[src/rtl/jsv_pkg.sv]
`timescale 1ns / 1ps

package jsv_pkg;

  // Width of the internal offset and length counters; they saturate at all ones.
  localparam int unsigned OFFSET_BITS = 16;
  localparam int unsigned OUT_BITS    = 16;
  localparam int unsigned QUEUE_DEPTH = 2;
  localparam int unsigned QPTR_BITS   = (QUEUE_DEPTH > 1) ? $clog2(QUEUE_DEPTH) : 1;
  localparam int unsigned QCNT_BITS   = $clog2(QUEUE_DEPTH + 1);

  typedef logic [OFFSET_BITS-1:0] offset_t;
  typedef logic [OUT_BITS-1:0]    out_len_t;

  typedef enum logic [1:0] {
    ST_OK           = 2'd0,
    ST_EXPECT       = 2'd1,
    ST_INVALID      = 2'd2,
    ST_NOT_SINGULAR = 2'd3
  } status_e;

  typedef enum logic [1:0] {
    TY_NULL   = 2'd0,
    TY_FALSE  = 2'd1,
    TY_TRUE   = 2'd2,
    TY_NUMBER = 2'd3
  } vtype_e;

  typedef enum logic [3:0] {
    PH_LEAD,
    PH_LIT,
    PH_SIGN,
    PH_ZERO,
    PH_INT,
    PH_DOT,
    PH_FRAC,
    PH_EXP,
    PH_EXPSIGN,
    PH_EXPDIG,
    PH_TRAIL,
    PH_ERR
  } phase_e;

  localparam logic [7:0] CH_NUL   = 8'h00;
  localparam logic [7:0] CH_TAB   = 8'h09;
  localparam logic [7:0] CH_LF    = 8'h0A;
  localparam logic [7:0] CH_CR    = 8'h0D;
  localparam logic [7:0] CH_SPACE = 8'h20;
  localparam logic [7:0] CH_PLUS  = "+";
  localparam logic [7:0] CH_MINUS = "-";
  localparam logic [7:0] CH_DOT   = ".";
  localparam logic [7:0] CH_0     = "0";
  localparam logic [7:0] CH_1     = "1";
  localparam logic [7:0] CH_9     = "9";
  localparam logic [7:0] CH_UP_E  = "E";
  localparam logic [7:0] CH_A     = "a";
  localparam logic [7:0] CH_E     = "e";
  localparam logic [7:0] CH_F     = "f";
  localparam logic [7:0] CH_L     = "l";
  localparam logic [7:0] CH_N     = "n";
  localparam logic [7:0] CH_R     = "r";
  localparam logic [7:0] CH_S     = "s";
  localparam logic [7:0] CH_T     = "t";
  localparam logic [7:0] CH_U     = "u";
  localparam logic [7:0] CH_X     = "x";

  // A classified character, as it travels from the front end to the parser.
  typedef struct packed {
    logic [7:0] text_byte;
    logic       is_nul;
    logic       is_ws;
    logic       is_digit;
    logic       is_zero;
    logic       is_nonzero;
    logic       is_dot;
    logic       is_exp;
    logic       is_sign;
    logic       is_minus;
    logic       is_lower_x;
  } char_t;

  // Spelling of the literals; past the last letter the result is zero.
  function automatic logic [7:0] lit_char(input vtype_e kind, input logic [2:0] pos);
    logic [7:0] ch;
    ch = CH_NUL;
    case (kind)
      TY_NULL: begin
        case (pos)
          3'd0: ch = CH_N;
          3'd1: ch = CH_U;
          3'd2: ch = CH_L;
          3'd3: ch = CH_L;
          default: ch = CH_NUL;
        endcase
      end
      TY_FALSE: begin
        case (pos)
          3'd0: ch = CH_F;
          3'd1: ch = CH_A;
          3'd2: ch = CH_L;
          3'd3: ch = CH_S;
          3'd4: ch = CH_E;
          default: ch = CH_NUL;
        endcase
      end
      TY_TRUE: begin
        case (pos)
          3'd0: ch = CH_T;
          3'd1: ch = CH_R;
          3'd2: ch = CH_U;
          3'd3: ch = CH_E;
          default: ch = CH_NUL;
        endcase
      end
      default: ch = CH_NUL;
    endcase
    return ch;
  endfunction

  function automatic offset_t sat_inc(input offset_t v);
    return (v == '1) ? v : v + offset_t'(1);
  endfunction

  function automatic out_len_t clamp_out(input offset_t v);
    out_len_t r;
    if ((OFFSET_BITS > OUT_BITS) && (v > offset_t'({OUT_BITS{1'b1}}))) begin
      r = '1;
    end else begin
      r = OUT_BITS'(v);
    end
    return r;
  endfunction

endpackage

[src/rtl/jsv_text_if.sv]
`timescale 1ns / 1ps

interface jsv_text_if;
  logic       valid;
  logic       ready;
  logic [7:0] text_byte;

  modport source (output valid, output text_byte, input ready);
  modport sink   (input valid, input text_byte, output ready);
endinterface

[src/rtl/jsv_result_if.sv]
`timescale 1ns / 1ps

interface jsv_result_if;
  import jsv_pkg::*;

  logic     valid;
  logic     ready;
  status_e  status;
  vtype_e   value_type;
  out_len_t value_start;
  out_len_t value_length;

  modport source (output valid, output status, output value_type, output value_start,
                  output value_length, input ready);
  modport sink   (input valid, input status, input value_type, input value_start,
                  input value_length, output ready);
endinterface

[src/rtl/json_scalar_validator.sv]
`timescale 1ns / 1ps
// JSON scalar checker for a byte stream.
// text_i carries one character per request; a zero byte ends a text. Leading and
// trailing whitespace is skipped and exactly one literal (true, false, null) or
// JSON number must stand between. Each zero byte yields one request on result_o:
// status, value type, and the value's byte offset and length (both saturating).
// Bytes other than the terminator yield nothing.
// Throughput: one byte per cycle, sustained, also while results are being sent.
// On its way to result_o the zero byte passes a classifying register, the
// two-entry queue and the parser, whose result is registered.
// When result_o stalls, ordinary bytes keep flowing into the parser; only the
// next terminator waits in the queue, and text_i backs up once the queue and
// the classifier register are full.
// Reset clears the parser to the leading-whitespace state, empties the queue
// and drops any pending result; payload registers are not cleared.
module json_scalar_validator (
  input  logic         clk_i,
  input  logic         rst_ni,
  jsv_text_if.sink     text_i,
  jsv_result_if.source result_o
);
  import jsv_pkg::*;

  logic  front_valid, front_ready;
  char_t front_char;
  logic  pop_valid, pop_ready;
  char_t pop_char;

  jsv_front u_front (
    .clk_i        (clk_i),
    .rst_ni       (rst_ni),
    .text_i       (text_i),
    .char_valid_o (front_valid),
    .char_ready_i (front_ready),
    .char_o       (front_char)
  );

  jsv_queue u_queue (
    .clk_i        (clk_i),
    .rst_ni       (rst_ni),
    .push_valid_i (front_valid),
    .push_ready_o (front_ready),
    .push_data_i  (front_char),
    .pop_valid_o  (pop_valid),
    .pop_ready_i  (pop_ready),
    .pop_data_o   (pop_char)
  );

  jsv_back u_back (
    .clk_i        (clk_i),
    .rst_ni       (rst_ni),
    .char_valid_i (pop_valid),
    .char_ready_o (pop_ready),
    .char_i       (pop_char),
    .result_o     (result_o)
  );

endmodule

[src/rtl/jsv_front.sv]
`timescale 1ns / 1ps

module jsv_front (
  input  logic           clk_i,
  input  logic           rst_ni,
  jsv_text_if.sink       text_i,
  output logic           char_valid_o,
  input  logic           char_ready_i,
  output jsv_pkg::char_t char_o
);
  import jsv_pkg::*;

  logic  valid_q;
  char_t char_q;
  char_t char_d;

  function automatic char_t classify(input logic [7:0] b);
    char_t c;
    c.text_byte  = b;
    c.is_nul     = (b == CH_NUL);
    c.is_ws      = (b == CH_SPACE) || (b == CH_TAB) || (b == CH_LF) || (b == CH_CR);
    c.is_digit   = (b >= CH_0) && (b <= CH_9);
    c.is_zero    = (b == CH_0);
    c.is_nonzero = (b >= CH_1) && (b <= CH_9);
    c.is_dot     = (b == CH_DOT);
    c.is_exp     = (b == CH_E) || (b == CH_UP_E);
    c.is_sign    = (b == CH_PLUS) || (b == CH_MINUS);
    c.is_minus   = (b == CH_MINUS);
    c.is_lower_x = (b == CH_X);
    return c;
  endfunction

  assign text_i.ready = !valid_q || char_ready_i;
  assign char_d       = classify(text_i.text_byte);

  always_ff @(posedge clk_i or negedge rst_ni) begin
    if (!rst_ni) begin
      valid_q <= 1'b0;
    end else if (text_i.ready) begin
      valid_q <= text_i.valid;
    end
  end

  always_ff @(posedge clk_i) begin
    if (text_i.valid && text_i.ready) begin
      char_q <= char_d;
    end
  end

  assign char_valid_o = valid_q;
  assign char_o       = char_q;

endmodule

[src/rtl/jsv_queue.sv]
`timescale 1ns / 1ps

module jsv_queue (
  input  logic           clk_i,
  input  logic           rst_ni,
  input  logic           push_valid_i,
  output logic           push_ready_o,
  input  jsv_pkg::char_t push_data_i,
  output logic           pop_valid_o,
  input  logic           pop_ready_i,
  output jsv_pkg::char_t pop_data_o
);
  import jsv_pkg::*;

  char_t                slot_q [QUEUE_DEPTH];
  logic [QPTR_BITS-1:0] wptr_q, wptr_d;
  logic [QPTR_BITS-1:0] rptr_q, rptr_d;
  logic [QCNT_BITS-1:0] count_q, count_d;
  logic                 push, pop;

  function automatic logic [QPTR_BITS-1:0] ptr_next(input logic [QPTR_BITS-1:0] p);
    return (p == QPTR_BITS'(QUEUE_DEPTH - 1)) ? '0 : p + QPTR_BITS'(1);
  endfunction

  assign push_ready_o = (count_q != QCNT_BITS'(QUEUE_DEPTH));
  assign pop_valid_o  = (count_q != '0);
  assign pop_data_o   = slot_q[rptr_q];
  assign push         = push_valid_i && push_ready_o;
  assign pop          = pop_valid_o && pop_ready_i;

  always_comb begin
    wptr_d  = push ? ptr_next(wptr_q) : wptr_q;
    rptr_d  = pop ? ptr_next(rptr_q) : rptr_q;
    count_d = count_q;
    case ({push, pop})
      2'b10:   count_d = count_q + QCNT_BITS'(1);
      2'b01:   count_d = count_q - QCNT_BITS'(1);
      default: count_d = count_q;
    endcase
  end

  always_ff @(posedge clk_i or negedge rst_ni) begin
    if (!rst_ni) begin
      wptr_q  <= '0;
      rptr_q  <= '0;
      count_q <= '0;
    end else begin
      wptr_q  <= wptr_d;
      rptr_q  <= rptr_d;
      count_q <= count_d;
    end
  end

  always_ff @(posedge clk_i) begin
    if (push) begin
      slot_q[wptr_q] <= push_data_i;
    end
  end

endmodule

[src/rtl/jsv_back.sv]
`timescale 1ns / 1ps

module jsv_back (
  input  logic           clk_i,
  input  logic           rst_ni,
  input  logic           char_valid_i,
  output logic           char_ready_o,
  input  jsv_pkg::char_t char_i,
  jsv_result_if.source   result_o
);
  import jsv_pkg::*;

  phase_e      phase_q, phase_d, phase_adv;
  status_e     err_q, err_d, err_adv;
  vtype_e      kind_q, kind_d, kind_adv;
  logic [2:0]  pos_q, pos_d, pos_adv, pos_inc;
  offset_t     boff_q, boff_d;
  offset_t     start_q, start_d, start_adv;
  offset_t     span_q, span_d, span_adv;
  logic        step_take, step_start;
  logic        fire, finish;

  logic        out_valid_q;
  status_e     out_status_q;
  vtype_e      out_type_q;
  out_len_t    out_start_q, out_len_q;

  // Ordinary bytes never wait on the output; only the terminator needs a free result slot.
  assign char_ready_o = !char_i.is_nul || !out_valid_q || result_o.ready;
  assign fire         = char_valid_i && char_ready_o;
  assign finish       = fire && char_i.is_nul;
  assign pos_inc      = pos_q + 3'd1;

  // Parser transition for one character.
  always_comb begin
    phase_adv  = phase_q;
    err_adv    = err_q;
    kind_adv   = kind_q;
    pos_adv    = pos_q;
    step_take  = 1'b0;
    step_start = 1'b0;
    unique case (phase_q) inside
      PH_LEAD: begin
        if (char_i.is_ws) begin
          phase_adv = PH_LEAD;
        end else if (char_i.is_nul) begin
          phase_adv = PH_ERR;
          err_adv   = ST_EXPECT;
        end else if (char_i.text_byte == CH_N || char_i.text_byte == CH_F ||
                     char_i.text_byte == CH_T) begin
          kind_adv   = (char_i.text_byte == CH_N) ? TY_NULL :
                       (char_i.text_byte == CH_F) ? TY_FALSE : TY_TRUE;
          pos_adv    = 3'd1;
          step_start = 1'b1;
          phase_adv  = PH_LIT;
        end else begin
          kind_adv = TY_NUMBER;
          if (char_i.is_minus) begin
            step_start = 1'b1;
            phase_adv  = PH_SIGN;
          end else if (char_i.is_zero) begin
            step_start = 1'b1;
            phase_adv  = PH_ZERO;
          end else if (char_i.is_nonzero) begin
            step_start = 1'b1;
            phase_adv  = PH_INT;
          end else begin
            phase_adv = PH_ERR;
            err_adv   = ST_INVALID;
          end
        end
      end
      PH_LIT: begin
        if (char_i.is_nul || char_i.text_byte != lit_char(kind_q, pos_q)) begin
          phase_adv = PH_ERR;
          err_adv   = ST_INVALID;
        end else begin
          pos_adv   = pos_inc;
          step_take = 1'b1;
          phase_adv = (lit_char(kind_q, pos_inc) == CH_NUL) ? PH_TRAIL : PH_LIT;
        end
      end
      PH_SIGN: begin
        if (char_i.is_zero) begin
          step_take = 1'b1;
          phase_adv = PH_ZERO;
        end else if (char_i.is_nonzero) begin
          step_take = 1'b1;
          phase_adv = PH_INT;
        end else begin
          phase_adv = PH_ERR;
          err_adv   = ST_INVALID;
        end
      end
      PH_ZERO, PH_INT, PH_FRAC, PH_EXPDIG: begin
        if (phase_q == PH_ZERO && (char_i.is_digit || char_i.is_lower_x)) begin
          phase_adv = PH_ERR;
          err_adv   = ST_INVALID;
        end else if (char_i.is_digit) begin
          step_take = 1'b1;
          phase_adv = (phase_q == PH_INT) ? PH_INT : phase_q;
        end else if (char_i.is_dot && (phase_q == PH_ZERO || phase_q == PH_INT)) begin
          step_take = 1'b1;
          phase_adv = PH_DOT;
        end else if (char_i.is_exp && phase_q != PH_EXPDIG) begin
          step_take = 1'b1;
          phase_adv = PH_EXP;
        end else if (char_i.is_nul || char_i.is_ws) begin
          phase_adv = PH_TRAIL;
        end else begin
          phase_adv = PH_ERR;
          err_adv   = ST_NOT_SINGULAR;
        end
      end
      PH_DOT, PH_EXPSIGN: begin
        if (char_i.is_digit) begin
          step_take = 1'b1;
          phase_adv = (phase_q == PH_DOT) ? PH_FRAC : PH_EXPDIG;
        end else begin
          phase_adv = PH_ERR;
          err_adv   = ST_INVALID;
        end
      end
      PH_EXP: begin
        if (char_i.is_sign) begin
          step_take = 1'b1;
          phase_adv = PH_EXPSIGN;
        end else if (char_i.is_digit) begin
          step_take = 1'b1;
          phase_adv = PH_EXPDIG;
        end else begin
          phase_adv = PH_ERR;
          err_adv   = ST_INVALID;
        end
      end
      PH_TRAIL: begin
        if (char_i.is_nul || char_i.is_ws) begin
          phase_adv = PH_TRAIL;
        end else begin
          phase_adv = PH_ERR;
          err_adv   = ST_NOT_SINGULAR;
        end
      end
      PH_ERR: begin
        phase_adv = PH_ERR;
      end
      default: begin
        phase_adv = PH_LEAD;
      end
    endcase
  end

  // Counters and the return to the start state once the terminator is taken.
  always_comb begin
    start_adv = step_start ? boff_q : start_q;
    span_adv  = step_start ? '0 : span_q;
    if (step_take || step_start) begin
      span_adv = sat_inc(span_adv);
    end

    phase_d = phase_q;
    err_d   = err_q;
    kind_d  = kind_q;
    pos_d   = pos_q;
    boff_d  = boff_q;
    start_d = start_q;
    span_d  = span_q;
    if (finish) begin
      phase_d = PH_LEAD;
      err_d   = ST_OK;
      kind_d  = TY_NULL;
      pos_d   = '0;
      boff_d  = '0;
      start_d = '0;
      span_d  = '0;
    end else if (fire) begin
      phase_d = phase_adv;
      err_d   = err_adv;
      kind_d  = kind_adv;
      pos_d   = pos_adv;
      boff_d  = sat_inc(boff_q);
      start_d = start_adv;
      span_d  = span_adv;
    end
  end

  always_ff @(posedge clk_i or negedge rst_ni) begin
    if (!rst_ni) begin
      phase_q     <= PH_LEAD;
      err_q       <= ST_OK;
      kind_q      <= TY_NULL;
      pos_q       <= '0;
      boff_q      <= '0;
      start_q     <= '0;
      span_q      <= '0;
      out_valid_q <= 1'b0;
    end else begin
      phase_q <= phase_d;
      err_q   <= err_d;
      kind_q  <= kind_d;
      pos_q   <= pos_d;
      boff_q  <= boff_d;
      start_q <= start_d;
      span_q  <= span_d;
      if (finish) begin
        out_valid_q <= 1'b1;
      end else if (result_o.ready) begin
        out_valid_q <= 1'b0;
      end
    end
  end

  always_ff @(posedge clk_i) begin
    if (finish) begin
      if (phase_adv == PH_ERR) begin
        out_status_q <= err_adv;
        out_type_q   <= TY_NULL;
        out_start_q  <= '0;
        out_len_q    <= '0;
      end else begin
        out_status_q <= ST_OK;
        out_type_q   <= kind_adv;
        out_start_q  <= clamp_out(start_adv);
        out_len_q    <= clamp_out(span_adv);
      end
    end
  end

  assign result_o.valid        = out_valid_q;
  assign result_o.status       = out_status_q;
  assign result_o.value_type   = out_type_q;
  assign result_o.value_start  = out_start_q;
  assign result_o.value_length = out_len_q;

endmodule

[src/flat_wrapper.sv]
// flat-port wrapper written by rule: the top's interface ports become plain ports
module json_scalar_validator_flat import jsv_pkg::*;
  (clk_i, rst_ni, text_i_valid, text_i_text_byte, text_i_ready, result_o_valid, result_o_status, result_o_value_type, result_o_value_start, result_o_value_length, result_o_ready);
  jsv_text_if text_i_i ();
  jsv_result_if result_o_i ();
  input  logic clk_i;
  input  logic rst_ni;
  input wire logic [$bits(text_i_i.valid)-1:0] text_i_valid;
  input wire logic [$bits(text_i_i.text_byte)-1:0] text_i_text_byte;
  output wire logic [$bits(text_i_i.ready)-1:0] text_i_ready;
  output wire logic [$bits(result_o_i.valid)-1:0] result_o_valid;
  output wire logic [$bits(result_o_i.status)-1:0] result_o_status;
  output wire logic [$bits(result_o_i.value_type)-1:0] result_o_value_type;
  output wire logic [$bits(result_o_i.value_start)-1:0] result_o_value_start;
  output wire logic [$bits(result_o_i.value_length)-1:0] result_o_value_length;
  input wire logic [$bits(result_o_i.ready)-1:0] result_o_ready;
  assign text_i_i.valid = text_i_valid;
  assign text_i_i.text_byte = text_i_text_byte;
  assign text_i_ready = text_i_i.ready;
  assign result_o_valid = result_o_i.valid;
  assign result_o_status = result_o_i.status;
  assign result_o_value_type = result_o_i.value_type;
  assign result_o_value_start = result_o_i.value_start;
  assign result_o_value_length = result_o_i.value_length;
  assign result_o_i.ready = result_o_ready;
  json_scalar_validator u_core (.clk_i(clk_i), .rst_ni(rst_ni), .text_i(text_i_i), .result_o(result_o_i));
endmodule
[config.mk]
export PLATFORM = sky130hd
export DESIGN_NAME = json_scalar_validator_flat
export DESIGN_NICKNAME = d
export VERILOG_FILES = /design/src/rtl/jsv_pkg.sv /design/src/rtl/jsv_text_if.sv /design/src/rtl/jsv_result_if.sv /design/src/rtl/json_scalar_validator.sv /design/src/rtl/jsv_front.sv /design/src/rtl/jsv_queue.sv /design/src/rtl/jsv_back.sv /design/src/flat_wrapper.sv
export SDC_FILE = /design/constraint.sdc
export NUM_CORES = 1
export LEC_CHECK = 0
export ABC_AREA = 1
export BUFFER_PORTS_ARGS = -buffer_cell sky130_fd_sc_hd__clkbuf_2
export CORE_MARGIN = 4
export CORE_UTILIZATION = 32
export CTS_CLUSTER_DIAMETER = 150
export CTS_CLUSTER_SIZE = 30
export DETAILED_ROUTE_END_ITERATION = 6
export PLACE_DENSITY = 0.49
export SLEW_MARGIN = 25
export SYNTH_ARGS = -nofsm -noshare
export SYNTH_HDL_FRONTEND = slang
export SYNTH_SLANG_ARGS = --single-unit
[constraint.sdc]
create_clock -name clk_i -period 3.42 [get_ports clk_i]
set_input_delay 0.171 -clock clk_i [delete_from_list [all_inputs] [get_ports clk_i]]
set_output_delay 0.171 -clock clk_i [all_outputs]
set_load 0.005 [all_outputs]
**After elaboration in Yosys (flattened, before gate mapping)**

Memory sizes are Yosys's and may differ from the RTL's.
Cells that the tools add are included.

- $add $sub $neg: 7
- Equal/unequal tests: 48
- Mux-type cells: 97
- Reduce and logical (&&, ||, !) cells: 44
- Order comparisons: 3

Operator list:

| operator | count |
|---|---|
| 2-to-1 mux 16 bit | 11 |
| one-hot mux 7 bit (5 select lines) | 2 |
| 2-to-1 mux 4 bit | 17 |
| one-hot mux 7 bit (4 select lines) | 2 |
| 2-to-1 mux 2 bit | 26 |
| equality test 8 x 7 -> 1 bit, second input constant | 6 |
| one-hot mux 8 bit (3 select lines) | 2 |
| one-hot mux 7 bit (3 select lines) | 2 |
| equality test 8 x 6 -> 1 bit, second input constant | 5 |
| adder 16 x 1 -> 16 bit, second input constant | 2 |
| equality test 16 bit, second input constant | 2 |
| one-hot mux 4 bit (8 select lines) | 1 |
| equality test 8 x 4 -> 1 bit, second input constant | 3 |
| 2-to-1 mux 8 bit | 3 |
| 2-to-1 mux 1 bit | 21 |
| equality test 4 bit, second input constant | 5 |
| 2-to-1 mux 3 bit | 6 |
| equality test 4 x 3 -> 1 bit, second input constant | 4 |
| greater-or-equal comparator 8 x 6 -> 1 bit, second input constant | 2 |
| logical NOT 8 bit | 2 |
| logical OR 1 bit | 15 |
| one-hot mux 2 bit (7 select lines) | 1 |
| equality test 3 x 2 -> 1 bit, second input constant | 4 |
| logical AND 1 bit | 9 |
| other kinds (29) | 46 |

- Input bits: 12
- Memory bits (writable): 36
- Bits in registers: 119
- Output and inout port bits: 38
- Memories kept: 1
- Word-level logic and storage cells: 227

Memories:

| memory | words | width | rd ports | clocked after memory_dff | wr ports | RTL line | text |
|---|---|---|---|---|---|---|---|
| u_core.u_queue.slot_q | 2 | 18 | 1 | 0 | 1 | jsv_queue.sv:15 | `char_t slot_q [QUEUE_DEPTH];` |

**Logic depth before layout (Yosys ltp)**

Gate-level depths: netlist of run 1.

- Word-level depth: 15
- Gate-level depth with buffers: 26
- Mapped depth without buffers: 21

**By module**

From an unflattened synthesis of run 1, not the netlist that was laid out.

- Cells, all modules: 1049
- Area total of the unflattened synthesis: 8535.7 µm²

Modules (own cells, without submodules):

| module | seq. area each (µm²) | area each (µm²) | instances | cells an instance |
|---|---|---|---|---|
| jsv_back | 2582.5 | 6172.2 | 1 | 857 |
| jsv_queue | 1181.1 | 1562.7 | 1 | 123 |
| jsv_front | 565.5 | 800.8 | 1 | 69 |

**Worst setup path after synthesis of run 1**

No wires, ideal clock.

- Path kind: reg2reg
- Start: reg u_core.u_queue.rptr_q
- End: reg u_core.u_back.out_len_q[5], in the netlist u_core.u_back.result_o.value_length[5] (data pin)
- Cell stages (with the launch flop): 27
- Buffers on the path: 5
- Slack: 0.465 ns
- Data required time: 3.170 ns
- Setup time: 0.250 ns
- Period minus slack after synthesis: 2.955 ns
- Arrival: 2.704 ns
- Cell sequence: dfrtp_1 -> inv_2 -> buf_6 -> nand2_1 -> nand2_1 -> nand2_1 -> nor2_1 -> nand2_2 -> nand3_4 -> nand2_4 -> buf_12 -> buf_6 -> buf_4 -> nand2_1 -> inv_1 -> ha_1 -> nand2_1 -> nor2_1 -> nand2_2 -> inv_2 -> nand2_1 -> buf_6 -> nand2_1 -> nand2_1 -> o21ai_2 -> nand2_1 -> inv_1

- Word-level cells in the longest chain between the ends: 12
- Elaborated cells on any way between the ends: 51
- Those cells by class: add/sub (1); eq/ne (6); mux (34); reduce/logical (9); memory (1)

RTL lines:

| element | RTL line | text |
|---|---|---|
| from (decl) | jsv_queue.sv:17 | `logic [QPTR_BITS-1:0] rptr_q, rptr_d;` |
| from (signal assigned) | jsv_queue.sv:49 | `rptr_q <= rptr_d;` |
| memory read (2 x 18 bit) (*) | n/a |  |
| equality test 8 x 7 -> 1 bit / 2-to-1 mux 1 bit (equally long branches) | jsv_back.sv:49, jsv_back.sv:64, jsv_back.sv:87 |  |
| logical OR 1 bit / 2-to-1 mux 1 bit (equally long branches) | jsv_back.sv:49, jsv_back.sv:61, jsv_back.sv:84 |  |
| logical OR 1 bit / 2-to-1 mux 1 bit (equally long branches) | jsv_back.sv:49, jsv_back.sv:58 |  |
| 2-to-1 mux 1 bit | jsv_back.sv:49 | `end else if (char_i.text_byte == CH_N \|\| char_i.text_byte == CH_F \|\|` |
| 2-to-1 mux 1 bit | jsv_back.sv:46 | `end else if (char_i.is_nul) begin` |
| 2-to-1 mux 1 bit | jsv_back.sv:44 | `if (char_i.is_ws) begin` |
| 2-to-1 mux 1 bit | jsv_back.sv:42 | `unique case (phase_q) inside` |
| 2-to-1 mux 16 bit | jsv_back.sv:156 | `span_adv = step_start ? '0 : span_q;` |
| adder 16 x 1 -> 16 bit / equality test 16 bit (equally long branches) | jsv_pkg.sv:121 | `return (v == '1) ? v : v + offset_t'(1);` |
| 2-to-1 mux 16 bit | jsv_pkg.sv:121 |  |
| 2-to-1 mux 16 bit | jsv_back.sv:157 | `if (step_take \|\| step_start) begin` |
| to (signal assigned) | jsv_back.sv:224 | `out_len_q <= clamp_out(span_adv);` |
| to (decl) | jsv_back.sv:26 | `out_len_t out_start_q, out_len_q;` |

Every way passes the cells marked *; elsewhere a longest branch is shown, timed or not.
A chain may end at the register's enable or synchronous reset.

**Final worst setup path of run 1**

- Start: reg u_core.u_back.pos_q[1]
- End: reg u_core.u_back.out_start_q[14], in the netlist u_core.u_back.result_o.value_start[14] (data pin)

- Word-level cells in the longest chain between the ends: 12
- Elaborated cells on any way between the ends: 31
- Those cells by class: add/sub (1); eq/ne (10); mux (14); reduce/logical (6)

RTL lines:

| element | RTL line | text |
|---|---|---|
| from (decl) | jsv_back.sv:16 | `logic [2:0] pos_q, pos_d, pos_adv, pos_inc;` |
| from (signal assigned) | jsv_back.sv:201 | `pos_q <= pos_d;` |
| adder 3 x 1 -> 3 bit | jsv_back.sv:32 | `assign pos_inc = pos_q + 3'd1;` |
| equality test 3 x 2 -> 1 bit | jsv_pkg.sv:88, jsv_pkg.sv:97, jsv_pkg.sv:107 |  |
| OR reduction 2 bit (no source line) | n/a |  |
| one-hot mux 7 bit (3 select lines) | jsv_pkg.sv:88 | `case (pos)` |
| one-hot mux 8 bit (3 select lines) | jsv_pkg.sv:86 | `case (kind)` |
| 2-to-1 mux 8 bit | jsv_back.sv:74 | `if (char_i.is_nul \|\| char_i.text_byte != lit_char(kind_q, pos_q)) begin` |
| 2-to-1 mux 8 bit | jsv_back.sv:42 |  |
| logical NOT 8 bit | jsv_back.sv:80 | `phase_adv = (lit_char(kind_q, pos_inc) == CH_NUL) ? PH_TRAIL : PH_LIT;` |
| 2-to-1 mux 4 bit | jsv_back.sv:80 |  |
| 2-to-1 mux 4 bit (*) | jsv_back.sv:74 |  |
| one-hot mux 4 bit (8 select lines) (*) | jsv_back.sv:42 |  |
| equality test 4 bit (*) | jsv_back.sv:215 | `if (phase_adv == PH_ERR) begin` |
| to (signal assigned) | jsv_back.sv:223 | `out_start_q <= clamp_out(start_adv);` |
| to (decl) | jsv_back.sv:26 |  |

Every way passes the cells marked *; elsewhere a longest branch is shown, timed or not. The select of a mux whose other input is x is not followed.

==> results, run 1 <==
- The run finished with clean final reports.
- The die covers 28300 sq um.
- Counting distinct cell types in the post-synthesis netlist gives 46.
- The number of violations of the max-capacitance limit is 0.
- The largest vdd supply drop is 0.369 mV.
- The clock reaches the later pin of the worst-skew pair after roughly 430 ps.
- The most used flip-flop cell after synthesis is edfxtp_1.
- The achievable frequency is roughly 320 MHz.
- Relative to the synthesized area, the layout overhead comes to 16.0%.
- The sequential fraction of the synthesis area is 52.8%.
- The synthesized netlist devotes 10.3% of its cell area to compound gates.
- The H-tree was split into 4 levels.
- At the pin with the least slew margin, the transition time is 651 ps.
- In this run the post-CTS setup repair buffer count came out at 0.
- The number of vias in the routed layout is 6417.
- The count of clock tree sinks is 155.
- The capture endpoint of the worst hold path is u_core.u_front.char_o[13]$_DFFE_PP_.
- The post-synthesis adder-cell area fraction is 1.68%.
- The initial antenna violation count is 0.
- The worst setup path is launched from a flop.
- The final hold violation count is 0.
- After the last flow step, the layout net total stands at 1057.
- Setup violations remaining at the end of the flow were counted as 0.
- TritonCTS built the clock tree.
- The final sum of negative setup slack is 0 ps.
- The parity-gate share of the synthesized area counting xor and xnor cells is 1.28%.
- The total routing resource utilization after global routing is 14.2%.
- Setup repair after global routing left no endpoint under its margin.
- The max-slew violation count is 0.
- The maximum clock insertion buffer count is 2.
- The power after layout is about 8.6 mW.
- The number of global-route vias before repair is 6296.
- The total nets after synthesis is 988.
- The clock-pin slew reported for the worst setup and hold paths after clock tree synthesis is 70 ps.
- Each instance of the synthesized netlist takes up on average 8.50 sq um.
- The signal arrival time at the worst endpoint is between 3000 and 4000 ps.
- The dominant combinational cell family by area after synthesis is simple AND/OR/NAND/NOR gates.
- In the synthesized netlist, mux cells make up 0.244% of the area.
- Along the worst path, the maximum fanout reaches 18.
- The die extent in y is 168 um.
- The pin count of the biggest net entering global routing is 66.
- Along the worst hold path, the cell count comes to 1.
- The detail route stage leaves a number of antenna-violating nets equal to 0.
- The cell sitting at the root of the clock tree is a clkbuf_16.
- The path class of the tightest hold or removal check is input port to flop.
- The worst register-to-register path has a depth of 19.
- The CTS buffer count is 17.
- The number of cell rows is 58.
- At the end of routability-driven placement, the weighted congestion stood at 0.883.
- The total wire length after detailed routing is about 20 mm.
- The path type of the worst setup path is flop to flop.
- The endpoint identified for the worst register-to-register timing path is u_core.u_back.result_o.value_start[14]$_SDFFCE_PN0P_.
- The startpoint of the worst hold path is text_i_text_byte[3].
- The static power due to leakage is 4.40 nW.
- The placed wire-length estimate is 13.9 mm.
- The worst clock skew is 13.6 ps.
- The synthesized netlist devotes around 25% of its cell area to simple gates.
- The boundary pin count is 50.
- In this run the critical register-to-register path is launched from u_core.u_back.pos_q[1]$_DFFE_PN0P_.
- The fraction of final layout cells with drive strength greater than 1 is between 10% and 20%.
- The minimum period implied by the final worst setup slack is slightly above 3000 ps.
- The initial utilization of the core area, before any placement, comes to 32.6%.
- STA classifies the critical path endpoint as a flop.
- The routed wire length per instance is 14.1 um.
- The cell area after synthesis is 8200 sq um.
- The yosys synthesis warning count is 0.
- Dividing the detail-routed via count by the number of cells gives 4.66.
- Of all flip-flops after synthesis, the portion carrying an async set or reset was 41.9%.
- Across all register-to-register paths, the minimum setup slack is between 300 and 400 ps.
- The final critical path takes up between 90 and 100% of the cycle.
- The width of the die is 168 um.
- The number of iterations in the first detailed-routing pass is 5.
- In this run, the number of DRC markers left after iteration 0 of detailed routing was 481.
- The wire length of the first global-routing pass is between 30 and 40 mm.
- Synthesis produced approximately 970 cells.
- In this run the tool buffered the top-level ports with 49 buffer cells.
- The core footprint is approximately 25000 sq um.
- In this run the power density over the cells is 904 nW/um^2.
- For this run, design rule violations remaining after detail routing come to 0.
- The endpoint required time on the critical path is 3590 ps.
- The number of flops mapped to enable cells by yosys is 90.
- The repair_antennas step left the layout with diodes totalling 0.
- The worst relative slew slack is 56.5%.
- The post-synthesis sequential element count is 155.
- Summed over all layers, the global routing overflow is 0.
==> sequential cells by signal, indices dropped and copies added (netlist names), 4 cells and up <==
| signal | count |
|---|---|
| u_core.u_queue.slot_q | 36 |
| u_core.u_front.char_o | 18 |
| u_core.u_back.boff_q | 16 |
| u_core.u_back.result_o.value_length | 16 |
| u_core.u_back.result_o.value_start | 16 |
| u_core.u_back.span_q | 16 |
| u_core.u_back.start_q | 16 |
| u_core.u_back.phase_q | 4 |
==> worst max-delay path by stage <==
stage / from / to / slack (ps)
finish: u_core.u_back.pos_q[1]$_DFFE_PN0P_ / u_core.u_back.result_o.value_start[14]$_SDFFCE_PN0P_ / 320
global placement: u_core.u_back.pos_q[1]$_DFFE_PN0P_ / u_core.u_back.result_o.value_start[14]$_SDFFCE_PN0P_ / 310
floorplan: u_core.u_queue.rptr_q$_DFFE_PN0P_ / u_core.u_back.result_o.value_length[5]$_SDFFCE_PN0P_ / 470
global route: u_core.u_back.pos_q[0]$_DFFE_PN0P_ / u_core.u_back.result_o.value_start[14]$_SDFFCE_PN0P_ / 4
CTS: u_core.u_queue.rptr_q$_DFFE_PN0P_ / u_core.u_back.result_o.value_length[14]$_SDFFCE_PN0P_ / 300
detailed placement: u_core.u_queue.rptr_q$_DFFE_PN0P_ / u_core.u_back.result_o.value_length[14]$_SDFFCE_PN0P_ / 320
==> per-layer routing <==
| metal | track usage, % | vias up | routed length (um) |
|---|---|---|---|
| li1 | - | 3308 | - |
| met1 | 19.3 | 2971 | 9330 |
| met2 | 23.4 | 125 | 9240 |
| met3 | 2.61 | 13 | 667 |
| met4 | 4.16 | 0 | 210 |
| met5 | 0 | - | 0 |
==> repair_timing <==
action / 4_1_cts / 5_1_grt
resized for setup: 0 / 3
hold buffers: 8 / 0
hold endpoints to repair: 14 / 0
endpoints found under the setup margin: 0 / 4
==> placed cells by master (no fill, tap or decap), drive strengths merged, types with 4 or more instances in the layout <==
| cell | instances |
|---|---|
| nand2 | 289 |
| inv | 147 |
| nor2 | 102 |
| edfxtp | 90 |
| clkbuf | 66 |
| dfrtp | 65 |
| o21ai | 62 |
| nand3 | 52 |
| a21oi | 39 |
| o22ai | 27 |
| buf | 18 |
| nand4 | 12 |
| nor3 | 12 |
| ha | 11 |
| xor2 | 8 |
| dlygate4sd3 | 8 |
| nor4 | 6 |
| xnor2 | 4 |
| clkinv | 4 |
==> Yosys cell counts, types with 7 or more instances <==
library cell | count | share of area, %
nand2_1 | 277 | 13
edfxtp_1 | 90 | 33
xor2_1 | 8 | 0.85
o21ai_1 | 8 | 0.49
o22ai_1 | 27 | 2.1
ha_1 | 11 | 1.7
dfrtp_1 | 65 | 20
o21ai_0 | 48 | 2.9
nand4_1 | 12 | 0.92
inv_2 | 8 | 0.37
buf_6 | 7 | 0.96
nand2_2 | 9 | 0.69
nor3_1 | 11 | 0.67
inv_1 | 131 | 6.0
clkbuf_1 | 7 | 0.32
a21oi_1 | 39 | 2.4
nor2_1 | 95 | 4.3
nand3_1 | 47 | 2.9
==> cells by family after synthesis <==
logic type | Yosys count
AOI/OAI and AO/OA | 144
xor gates and xnor gates | 12
adders and majority gates | 11
buffers and inverters | 163
DFF | 155
muxes | 2
and+or+nand+nor | 478
==> cell type report <==
cell class | count | area, sq um
Clock inverter | 14 | 155
Clock buffer | 18 | 429
Tap cell | 330 | 413
Fill cell | 2554 | 15700
Multi-Input combinational cell | 647 | 3170
Inverter | 139 | 524
Timing Repair Buffer | 74 | 489
Sequential cell | 155 | 4330
==> report_power, final <==
part	total [mW]	internal (mW)	switching (mW)
logic	3.70	1.15	2.55
registers	3.01	2.75	0.261
clock network	1.88	1.04	0.848
total	8.60	4.94	3.66
==> worst max-delay path, stage by stage (launching register included) <==
cell,delay [ps]
dfrtp_1,420
ha_1,240
ha_1,210
inv_1,110
nand2_1,80
nor2_1,160
inv_1,70
nand2_1,100
nand3_1,80
nand3_1,70
nor2_1,40
nand3_1,80
nor2_1,80
nand2_1,60
nand2_1,90
nand3_1,150
nand3_2,220
inv_2,310
buf_12,200
nor2_1,60
==> stage by stage <==
step	utilization (%)	instances	setup slack [ps]	hold WS (ps)	area (sq um)
6_report	37.8	1377	324	16.0	9510
4_1_cts	37.6	1376	296	0.469	9480
3_3_place_gp	35.0	1336	306	388	8810
2_1_floorplan	-	965	465	-125	8200
3_5_place_dp	35.0	1336	317	396	8810
5_1_grt	37.8	1377	3.55	7.54	9510
Power figures use the tool's default switching activity.
==> inputs of run 2 (changes only) <==
- ABC_AREA: 1 -> not set
==> results, run 2 <==
- The number of instances on the worst hold path is 1 (unchanged).
- The path class of the lowest-slack min-delay path is input port to flop (unchanged).
- The worst relative slew slack is 40.0% (was 56.5%).
- The final non-filler cell area is 10300 sq um (was 9510 sq um).
- The filler cell count in the final layout was 2493 (was 2554).
- The achievable frequency is 301 MHz (was 323 MHz).
- The signal arrival time at the worst endpoint is 3490 ps (was 3270 ps).
- The total number of nets in the final design is 933 (was 1057).
- The boundary pin count was 50 (unchanged).
- The global placement routability congestion is 0.867 (was 0.883).
- The number of DRC violations after detailed-routing iteration 0 was 389 (was 481).
- The total wire length after detailed routing is 21.8 mm (was 19.4 mm).
- The met3 global-route usage was 2.53% (was 2.61%).
- The initial antenna violation count came to 0 (unchanged).
- The total routing resource utilization after global routing came to 15.5% (was 14.2%).
- The routed wire length per instance is 17.4 um (was 14.1 um).
- The number of global-route vias before repair came to 6403 (was 6296).
- The mean post-synth cell area is 10.4 sq um (was 8.50 sq um).
- The portion of synthesized cell area occupied by the leading cell type is 32.2% (was 32.9%).
- The endpoint of the most critical setup path is u_core.u_back.result_o.value_length[0]$_SDFFCE_PN0P_ (was u_core.u_back.result_o.value_start[14]$_SDFFCE_PN0P_).
- The effective utilization at floorplan came to 32.9% (was 32.6%).
- The cell taking the most area after synthesis is edfxtp_1 (unchanged).
- The leading cell type in the layout, fill and taps excluded is nand2_1 (unchanged).
- The insertion delay of the later-clocked pin in the worst-skew pair was 430 ps (about the same).
- The number of flops mapped to enable cells by yosys is 90 (unchanged).
- The H-tree level count is 4 (unchanged).
- The largest fanout of any net on the critical path is 8 (was 18).
- The post-synthesis sequential element count is 155 (unchanged).
- The clock tree from TritonCTS is yes (unchanged).
- The fraction of registers with async set/reset came to 41.9% (unchanged).
- The CTS buffer count is 17 (unchanged).
- Run status: completed (unchanged).
- The final critical-path share of the clock period is 97.2% (was 90.5%).
- The antenna cell count is 0 (unchanged).
- The die extent in y came to 170 um (was 168 um).
- The number of violations of the max-capacitance limit is 0 (unchanged).
- The category of the worst setup path launch point is a flop (unchanged).
- The total overflow reported by the global router is 0 (unchanged).
- The worst flop-to-flop path startpoint is u_core.u_queue.rptr_q$_DFFE_PN0P_ (was u_core.u_back.pos_q[1]$_DFFE_PN0P_).
- Cell types with the largest area share after synthesis: edfxtp_1 32%, dfrtp_1 19%, nand2_1 4.6% (was edfxtp_1 33%, dfrtp_1 20%, nand2_1 13%).
- The wire length of the first global-routing pass was 35.8 mm (was 32.4 mm).
- The number of iterations in the first detailed-routing pass came to 7 (was 5).
- The pin count of the biggest net entering global routing is 41 (was 66).
- The worst reg-to-reg path cell count is 17 (was 19).
- Top library cells by usage in the layout, fill and taps aside: 102 x nand2_1, 90 x edfxtp_1, 67 x buf_4 (was 276 x nand2_1, 131 x inv_1, 95 x nor2_1).
- The setup slack of the most critical reg-to-reg path is 90 ps (was 320 ps).
- The die area came to 28900 sq um (was 28300 sq um).
- Post-synth top cells: 102 x nand2_1, 90 x edfxtp_1, 65 x dfrtp_1 (was 277 x nand2_1, 131 x inv_1, 95 x nor2_1).
- The endpoint required time on the critical path was 3590 ps (about the same).
- The minimum period implied by the final worst setup slack is 3330 ps (was 3100 ps).
- The number of antenna-violating nets in the routed design is 0 (unchanged).
- The met1 capacity usage during global routing is 21.8% (was 19.3%).
- The max-slew violation count is 0 (unchanged).
- The worst-margin pin slew is 900 ps (was 651 ps).
- The maximum clock insertion buffer count was 2 (unchanged).
- The count of clock tree sinks was 155 (unchanged).
- The worst clock skew is 9.65 ps (was 13.6 ps).
- The sort of element at the end of the critical path is a flop (unchanged).
- The cell with the most instances after synthesis was nand2_1 (unchanged).
- The count of buffers from port buffering was 49 (unchanged).
- The core footprint is 25500 sq um (was 25200 sq um).
- The fraction of final layout cells with drive strength greater than 1 came to 23.9% (was 13.4%).
- The worst hold-check slack came to 25.0 ps (was 16.0 ps).
- The sequential fraction of the synthesis area was 51.6% (was 52.8%).
- The cell area after synthesis is 8390 sq um (was 8200 sq um).
- The total nets after synthesis was 831 (was 988).
- The path type of the worst setup path is flop to flop (unchanged).
- The cell area reported after detailed placement is 9440 sq um (was 8810 sq um).
- The number of vias per cell after detailed routing was 5.27 (was 4.66).
- The number of flip-flops in the largest register was 36 (unchanged).
- The total power density per cell area is 872 nW/um^2 (was 904 nW/um^2).
- The capturing point of the worst reg2reg path is u_core.u_back.result_o.value_length[0]$_SDFFCE_PN0P_ (was u_core.u_back.result_o.value_start[14]$_SDFFCE_PN0P_).
- The yosys synthesis warning count is 0 (unchanged).
- The most utilized layer in the global route result is met2 (unchanged).
- The post-synthesis cell type count is 88 (was 46).
- The start point of the critical path is u_core.u_queue.rptr_q$_DFFE_PN0P_ (was u_core.u_back.pos_q[1]$_DFFE_PN0P_).
- The largest vdd supply drop is 0.418 mV (was 0.369 mV).
- The placed wire-length estimate is 15.3 mm (was 13.9 mm).
- The number of cell rows is 58 (unchanged).
- The final hold violation count was 0 (unchanged).
- The largest register by flop count is u_core.u_queue.slot_q (unchanged).
- The met2 routing resource usage after global routing is 25.1% (was 23.4%).
- The width of the die is 170 um (was 168 um).
- The static power due to leakage is 3.98 nW (was 4.40 nW).
- Unrepaired setup endpoints after global routing: true (was false).
- The clock-pin slew reported for the worst setup and hold paths after clock tree synthesis is 70 ps (about the same).
- The gate count after technology mapping was 808 (was 965).
- The master cell of the clock root buffer was clkbuf_16 (unchanged).
- The number of vias in the routed layout is 6598 (was 6417).
- The final-report setup violation count was 0 (unchanged).
- The growth of design area from synthesis to finish is 22.8% (was 16.0%).
- The most used flip-flop cell after synthesis is edfxtp_1 (unchanged).
- The post-route DRC violation count was 0 (unchanged).
## run 2: cell count changes after synthesis, moves of 16 or more
cell and change:
nand2_1 -175, inv_1 -115, nor2_1 -34, nand3_1 -23, clkbuf_1 +22, a22o_1 +21
nand2b_1 +20, o22ai_1 -19, a21oi_1 +16
## run 2: area by class of cell
| cell class | count | area, sq um | share of cell area (%) |
|---|---|---|---|
| tap | 330 | 413 | 4.01 |
| inverter | 18 | 67.6 | 0.656 |
| multi-input combinational | 587 | 3950 | 38.3 |
| timing repair buffer | 131 | 937 | 9.09 |
| sequential | 155 | 4330 | 42.0 |
| clock buffer | 17 | 425 | 4.13 |
| clock inverter | 15 | 180 | 1.75 |
## run 2: worst min-delay path by stage
| stage | start | end | slack [ps] |
|---|---|---|---|
| 2_1_floorplan | rst_ni | u_core.u_back.boff_q[0]$_DFFE_PN0P_ | -120 |
| 3_3_place_gp | rst_ni | u_core.u_back.start_q[7]$_DFFE_PN0P_ | 340 |
| 3_5_place_dp | rst_ni | u_core.u_back.start_q[7]$_DFFE_PN0P_ | 340 |
| 4_1_cts | text_i_text_byte[5] | u_core.u_front.char_o[15]$_DFFE_PP_ | 7 |
| 5_1_grt | text_i_text_byte[3] | u_core.u_front.char_o[13]$_DFFE_PP_ | 20 |
| 6_report | text_i_text_byte[5] | u_core.u_front.char_o[15]$_DFFE_PP_ | 20 |
## run 2: through the flow
stage	setup TNS (ps)	total power [mW]	setup slack, ps	utilization, %	instances
global route	-112	9.60	-32.9	40.5	1253
finish	0	8.99	95.0	40.5	1253
floorplan	-7670	5.36	-450	-	808
global placement	0	6.90	20.8	37.1	1207
detailed placement	-20.6	6.90	-20.6	37.1	1207
CTS	0	8.89	0.737	39.7	1245
## run 2: layer usage
layer | share of wire, % | vias up
met5 | 0 | -
met4 | 1.4 | 0
met3 | 4.6 | 23
met2 | 47 | 159
met1 | 47 | 3174
li1 | - | 3242
## run 2: what timing repair did
action | 4_1_cts | 5_1_grt
hold buffers | 5 | 0
pin swaps | 1 | 11
endpoints found under the setup margin | 3 | 26
setup buffers | 1 | 8
hold endpoints to repair | 34 | 0
resized for setup | 4 | 28
## run 2: power by group
group	internal [mW]	switching (mW)
clock network	1.05	0.888
logic	1.60	2.60
registers	2.58	0.266
## run 2: logic make-up after synthesis
| kind of cell | after synthesis | synth area share (%) |
|---|---|---|
| AND/OR/NAND/NOR | 305 | 18.3 |
| AO/OA/AOI/OAI | 227 | 19.4 |
| flip-flops | 155 | 51.6 |
| buffers and inverters | 66 | 3.65 |
| XOR/XNOR | 22 | 2.30 |
| multiplexers | 22 | 3.06 |
| adder cells (fa/ha/maj) | 11 | 1.64 |
## run 2: critical path, stage by stage (launching register included)
cell and delay (ps):
dfrtp_2 440, buf_6 150, a32o_2 270, o31ai_4 240
a21o_1 230, and2_4 180, ha_4 140, nand3_4 80
or2_4 280, nand2b_4 160, nor2_4 100, and3_4 210
buf_6 130, a21oi_4 40, buf_6 150, buf_6 110
nor3_2 90, a211oi_1 60
